**config.mk**
```make
export PLATFORM = sky130hd
export DESIGN_NAME = dfd_cell
export DESIGN_NICKNAME = d
export VERILOG_FILES = /design/src/sv/dfd_pkg.sv /design/src/sv/dfd_cell.sv
export SDC_FILE = /design/constraint.sdc
export NUM_CORES = 1
export LEC_CHECK = 0
export BUFFER_PORTS_ARGS = -buffer_cell sky130_fd_sc_hd__buf_2
export CORE_AREA = 5 5 168 170
export CTS_CLUSTER_SIZE = 8
export DETAILED_ROUTE_END_ITERATION = 10
export DIE_AREA = 0 0 173 175
export PLACE_DENSITY_LB_ADDON = 0.1
export SYNTH_ARGS = -nofsm -noshare
export SYNTH_HDL_FRONTEND = slang
export SYNTH_SLANG_ARGS = --single-unit
```
**constraint.sdc**
```tcl
create_clock -name clk -period 13.3 [get_ports clk]
set_input_delay 1.995 -clock clk [delete_from_list [all_inputs] [get_ports clk]]
set_output_delay 1.995 -clock clk [all_outputs]
set_load 0.005 [all_outputs]
```
**src/sv/dfd_pkg.sv**
```systemverilog
// ----------------------------------------------------------------------------
// dfd_pkg: shared constants for the deauthentication flood detector
// Frame codes, register indexes, register reset values and field widths.
// ----------------------------------------------------------------------------
`default_nettype none

package dfd_pkg;

  // field widths
  localparam int MAC_W   = 48;
  localparam int TIME_W  = 32;
  localparam int COUNT_W = 16;
  localparam int CHAN_W  = 8;
  localparam int CFG_W   = 16;
  localparam int CFG_IDX_W = 2;

  // configuration register indexes
  localparam logic [CFG_IDX_W-1:0] REG_ENABLE    = 2'd0;
  localparam logic [CFG_IDX_W-1:0] REG_THRESHOLD = 2'd1;
  localparam logic [CFG_IDX_W-1:0] REG_WINDOW    = 2'd2;

  // register reset values
  localparam logic               ENABLE_RST    = 1'b1;
  localparam logic [COUNT_W-1:0] THRESHOLD_RST = 16'd10;
  localparam logic [COUNT_W-1:0] WINDOW_RST    = 16'd1000;

  // 802.11 frame codes
  localparam logic [1:0] FT_MGMT      = 2'd0;
  localparam logic [3:0] ST_DISASSOC  = 4'd10;
  localparam logic [3:0] ST_DEAUTH    = 4'd12;

  // hold-off between two alerts of one slot
  localparam logic [TIME_W-1:0]  REALERT_MS = 32'd3000;
  localparam logic [COUNT_W-1:0] COUNT_MAX  = 16'hFFFF;

endpackage

`default_nettype wire

```
**src/sv/dfd_cell.sv**
```systemverilog
// ----------------------------------------------------------------------------
// dfd_cell: one slot of the per-bssid rate table
// Holds one slot and refines the search word passing down the chain.
// ----------------------------------------------------------------------------
`default_nettype none

module dfd_cell #(
  parameter int IDX = 0,
  parameter int IW  = 4
) (
  input  wire                           clk,
  input  wire                           rst,
  // bssid under search, held steady for the whole pass
  input  wire  [dfd_pkg::MAC_W-1:0]     bssid,
  // search word from the previous cell
  input  wire                           tok_in_valid,
  input  wire                           tok_in_match,
  input  wire  [IW-1:0]                 tok_in_match_idx,
  input  wire  [dfd_pkg::TIME_W-1:0]    tok_in_m_ws,
  input  wire  [dfd_pkg::COUNT_W-1:0]   tok_in_m_cnt,
  input  wire  [dfd_pkg::TIME_W-1:0]    tok_in_m_la,
  input  wire                           tok_in_free,
  input  wire  [IW-1:0]                 tok_in_free_idx,
  input  wire  [IW-1:0]                 tok_in_old_idx,
  input  wire  [dfd_pkg::TIME_W-1:0]    tok_in_old_ws,
  // search word to the next cell
  output logic                          tok_out_valid,
  output logic                          tok_out_match,
  output logic [IW-1:0]                 tok_out_match_idx,
  output logic [dfd_pkg::TIME_W-1:0]    tok_out_m_ws,
  output logic [dfd_pkg::COUNT_W-1:0]   tok_out_m_cnt,
  output logic [dfd_pkg::TIME_W-1:0]    tok_out_m_la,
  output logic                          tok_out_free,
  output logic [IW-1:0]                 tok_out_free_idx,
  output logic [IW-1:0]                 tok_out_old_idx,
  output logic [dfd_pkg::TIME_W-1:0]    tok_out_old_ws,
  // slot update broadcast
  input  wire                           wr_en,
  input  wire  [IW-1:0]                 wr_idx,
  input  wire  [dfd_pkg::MAC_W-1:0]     wr_bssid,
  input  wire  [dfd_pkg::TIME_W-1:0]    wr_ws,
  input  wire  [dfd_pkg::COUNT_W-1:0]   wr_cnt,
  input  wire  [dfd_pkg::TIME_W-1:0]    wr_la
);

  localparam logic [IW-1:0] MY_IDX = IW'(IDX);

  logic                        used;
  logic [dfd_pkg::MAC_W-1:0]   slot_bssid;
  logic [dfd_pkg::TIME_W-1:0]  slot_ws;
  logic [dfd_pkg::COUNT_W-1:0] slot_cnt;
  logic [dfd_pkg::TIME_W-1:0]  slot_la;

  logic                        hit;
  logic                        take_match;
  logic                        take_free;
  logic                        take_old;

  // compare this slot against the word
  assign hit        = used && (slot_bssid == bssid);
  assign take_match = !tok_in_match && hit;
  assign take_free  = !tok_in_free && !used;
  assign take_old   = (IDX == 0) || (slot_ws < tok_in_old_ws);

  // slot storage
  always_ff @(posedge clk) begin
    if (rst) begin
      used <= 1'b0;
    end else if (wr_en && (wr_idx == MY_IDX)) begin
      used <= 1'b1;
    end
  end

  always_ff @(posedge clk) begin
    if (wr_en && (wr_idx == MY_IDX)) begin
      slot_bssid <= wr_bssid;
      slot_ws    <= wr_ws;
      slot_cnt   <= wr_cnt;
      slot_la    <= wr_la;
    end
  end

  // word valid flag
  always_ff @(posedge clk) begin
    if (rst) begin
      tok_out_valid <= 1'b0;
    end else begin
      tok_out_valid <= tok_in_valid;
    end
  end

  // refined word to the neighbor
  always_ff @(posedge clk) begin
    tok_out_match     <= tok_in_match || hit;
    tok_out_match_idx <= take_match ? MY_IDX   : tok_in_match_idx;
    tok_out_m_ws      <= take_match ? slot_ws  : tok_in_m_ws;
    tok_out_m_cnt     <= take_match ? slot_cnt : tok_in_m_cnt;
    tok_out_m_la      <= take_match ? slot_la  : tok_in_m_la;
    tok_out_free      <= tok_in_free || !used;
    tok_out_free_idx  <= take_free ? MY_IDX : tok_in_free_idx;
    tok_out_old_idx   <= take_old ? MY_IDX  : tok_in_old_idx;
    tok_out_old_ws    <= take_old ? slot_ws : tok_in_old_ws;
  end

endmodule

`default_nettype wire

```
==> qor.csv <==
stage,metric,value,unit
power_and_ir_drop,proportion of power drawn by flip-flops and latches,47.1,%
setup_path,Setup Crit Path Kind,input pin to flip-flop,
global_route,vias in the first global route,5769,
floorplan,Std-Cell Rows,60,
setup_path,Arrival @ worst endpoint,4.05,ns
drt,total wirelength of the detailed-routed design,21700,µm
placed_design,dpl ws,8.77,ns
power_and_ir_drop,peak supply drop,0.000103,V
sta,final critical-path required period,3.95,ns
clock_network,H-tree depth reported by CTS,2,
power_and_ir_drop,Pint,0.00145,W
placed_design,number of port buffers,396,
floorplan,count of pins on the block boundary,437,
placed_design,routability-driven placement congestion ratio,0.761,
global_route,Global Route Usage Sum,13.8,%
clock_network,Max Buffers Root-to-Sink,3,
sta,final count of negative-setup-slack endpoints,0,
sta,setup_tns,0,ns
power_and_ir_drop,clock power share,47.8,%
setup_path,Worst Path Required,13.41,ns
sta,RSZ-0062 raised after global routing,false,
floorplan,chip width,173,µm
power_and_ir_drop,power spent charging and discharging nets,0.000352,W
layout,share of final-layout standard cells stronger than drive strength 1,58.9,%
drt,post-DR wirelength/cell,17.6,µm
floorplan,initial core utilization,30.9,%
drt,Residual DRC,0,
yosys,XOR/XNOR Fraction of Synth Area,4.59,%
yosys,Post-Syn Area,8210,µm²
layout,# nets final,1173,
global_route,pin count of the biggest net entering global routing,75,
sta,final cycle utilization of the critical path,29.7,%
yosys,multiplexer fraction of the synthesized cell area,13.5,%
outcome,outcome,"finished, final reports clean",
clock_network,# hold bufs at CTS,0,
clock_network,clock net sink count,252,
sta,number of hold violations in the final report,0,
yosys,share of the yosys chip area belonging to registers,77.0,%
layout,"commonest non-fill, non-tap cell in the layout",sky130_fd_sc_hd__buf_2,
setup_path,count of buffer and inverter cells on the critical path,2,
global_route,initial antenna violation count,8,
placed_design,post-DP HPWL,16600,µm
sta,f_max,253,MHz
drt,Vias per Instance,4.13,
sta,final max-slew violation count,0,
layout,highest-count cells in the layout ignoring fill and taps,"sky130_fd_sc_hd__buf_2, sky130_fd_sc_hd__edfxtp_1, sky130_fd_sc_hd__dfxtp_1",
global_route,total gr overflow,0,
drt,via count,5097,
floorplan,Die Height,175,µm
setup_path,top cell family by delay on the critical path,simple AND/OR/NAND/NOR gates,
setup_path,cell breakdown of the critical path,buf_2 > nor4_1 > and2_4 > buf_4,
yosys,Mean Syn Cell Area,18.9,µm²
yosys,number of different library cells in the post-synthesis netlist,24,
power_and_ir_drop,Pleak,5.12,nW
power_and_ir_drop,Switching Share,19.5,%
yosys,post-synthesis instance total,435,
layout,number of filler instances in the final layout,2499,
yosys,post-synthesis sequential element count,252,
setup_path,stage delay of the slowest cell on the critical path,0.82,ns
yosys,fraction of the mapped netlist area in adder cells,0,%
sta,skew final,0.0137,ns
sta,pin slew with the least headroom to its limit,0.976,ns
sta,post-route worst setup slack,9.35,ns
yosys,combinational family with the most area after synthesis,multiplexers,
clock_network,"Clk Latency, worst-skew pair",0.49,ns
clock_network,CTS buffer count,37,
clock_network,setup bufs post-CTS,0,
clock_network,clock-pin slew of the registers on the worst-case setup and hold paths,0.05,ns
global_route,global-route wire length before repair,32500,µm
setup_path,maximum fanout count along the critical path,74,
layout,growth of design area from synthesis to finish,41.9,%
sta,hold slack,0.357,ns
sta,relative slew slack,35.0,%
clock_network,clock tree root buffer cell,sky130_fd_sc_hd__clkbuf_16,
clock_network,cells resized by post-CTS repair,0,
power_and_ir_drop,Cell Pwr Density,155,nW/µm²
min_path,Hold/Removal Path Class,flip-flop to flip-flop,
setup_path,Worst setup SP type,input pin,
setup_path,cell at the slowest stage of the critical path,sky130_fd_sc_hd__buf_4,
clock_network,clock tree from TritonCTS,yes,
drt,antenna-violating nets left,0,
floorplan,Die Outline Area,30300,µm²
yosys,"post-synthesis share of cell area spent on and, or, nand and nor gates",2.96,%
run,Max Cap Violations,0,
yosys,"Warnings, synthesis",0,
drt,number of iterations in the first detailed-routing pass,4,
drt,first-iteration detailed-routing DRC count,145,
floorplan,Core ar.,26600,µm²
power_and_ir_drop,part of the total power dissipated in combinational logic,5.1,%
yosys,post-synthesis compound-gate area fraction,0.335,%
setup_path,type of element capturing the critical path,flip-flop,
[cells by family after synthesis]
group / count (synthesis)
flops: 252
xor+xnor: 43
compound gates: 3
buf+inv: 16
mux: 80
other cells: 1
simple gates: 40
[sequential cells by signal, summed over array words and instances (netlist names)]
register and flops:
slot_bssid 48, slot_cnt 16, slot_la 32, slot_ws 32, tok_out_free 1, tok_out_free_idx 4, tok_out_m_cnt 16, tok_out_m_la 32
tok_out_m_ws 32, tok_out_match 1, tok_out_match_idx 4, tok_out_old_ws 32, tok_out_valid 1, used 1
[power by group through the flow]
stage	clock [W]	sequential, W	combinational [W]
global placement	0	0.000863	0.0000927
detailed placement	0	0.000864	0.0000944
CTS	0.000893	0.000849	0.0000947
finish	0.000862	0.000849	0.0000923
floorplan	0	0.000866	0.0000287
global route	0.000929	0.000850	0.000102
[path summary, 6_finish.rpt]
| check | startpoint | end | depth (start not counted) | slack [ns] |
|---|---|---|---|---|
| worst min-delay path | slot_ws[20] | tok_out_old_ws[20] | 0 | 0.36 |
| worst min register to register | slot_ws[20] | tok_out_old_ws[20] | 0 | 0.36 |
| worst max-delay path | wr_idx[1] | slot_bssid[25] | 4 | 9.35 |
| worst max register to register | slot_bssid[6] | tok_out_m_la[16] | 6 | 10.90 |
[through the flow]
step           cell area [µm²]  instances  total power [W]  utilization, %
2_1_floorplan             8220        438         0.000895               -
3_3_place_gp             10500       1165         0.000956            39.7
3_5_place_dp             10500       1165         0.000958            39.7
4_1_cts                  11600       1229          0.00184            43.8
5_1_grt                  11600       1231          0.00188            43.8
6_report                 11600       1233          0.00180            43.8
[area by class of cell]
cell class | count | area, µm² | area share (%)
clock inverter | 1 | 8.76 | 0.0752
multi-input combinational | 170 | 1780 | 15.2
inverter | 3 | 11.3 | 0.0967
clock buffer | 63 | 1090 | 9.32
antenna | 4 | 10.0 | 0.0859
sequential | 252 | 6330 | 54.3
timing repair buffer | 399 | 2000 | 17.2
tap | 341 | 427 | 3.66
[layer usage]
metal | track usage, % | vias up | share of wire [%]
met5 | 0 | - | 0.44
met4 | 4.59 | 12 | 2.7
met3 | 7.68 | 54 | 12
met2 | 23.9 | 287 | 49
met1 | 14.2 | 2310 | 36
li1 | - | 2434 | -
[cell usage after synthesis]
cell type / count / area [µm²]
sky130_fd_sc_hd__edfxtp_1: 128 / 3840
sky130_fd_sc_hd__dfxtp_1: 124 / 2480
sky130_fd_sc_hd__mux2_4: 56 / 841
sky130_fd_sc_hd__xnor2_1: 43 / 377
sky130_fd_sc_hd__mux2_2: 24 / 270
sky130_fd_sc_hd__nand4_1: 11 / 68.8
sky130_fd_sc_hd__buf_6: 6 / 67.6
sky130_fd_sc_hd__nand2b_1: 6 / 37.5
sky130_fd_sc_hd__nor2b_1: 6 / 37.5
sky130_fd_sc_hd__and2_1: 5 / 31.3
sky130_fd_sc_hd__buf_4: 5 / 37.5
sky130_fd_sc_hd__nor4_1: 4 / 25.0
sky130_fd_sc_hd__nor2_1: 3 / 11.3
sky130_fd_sc_hd__buf_1: 2 / 7.51
sky130_fd_sc_hd__inv_1: 2 / 7.51
sky130_fd_sc_hd__nand3_1: 2 / 10.0
sky130_fd_sc_hd__a221o_1: 1 / 10.0
sky130_fd_sc_hd__clkinv_1: 1 / 3.75
sky130_fd_sc_hd__conb_1: 1 / 3.75
sky130_fd_sc_hd__nand2_1: 1 / 3.75
sky130_fd_sc_hd__nor3_1: 1 / 5.00
sky130_fd_sc_hd__nor4_2: 1 / 12.5
sky130_fd_sc_hd__o2111ai_1: 1 / 8.76
sky130_fd_sc_hd__o221ai_1: 1 / 8.76
(Power assumes the default switching activity.)
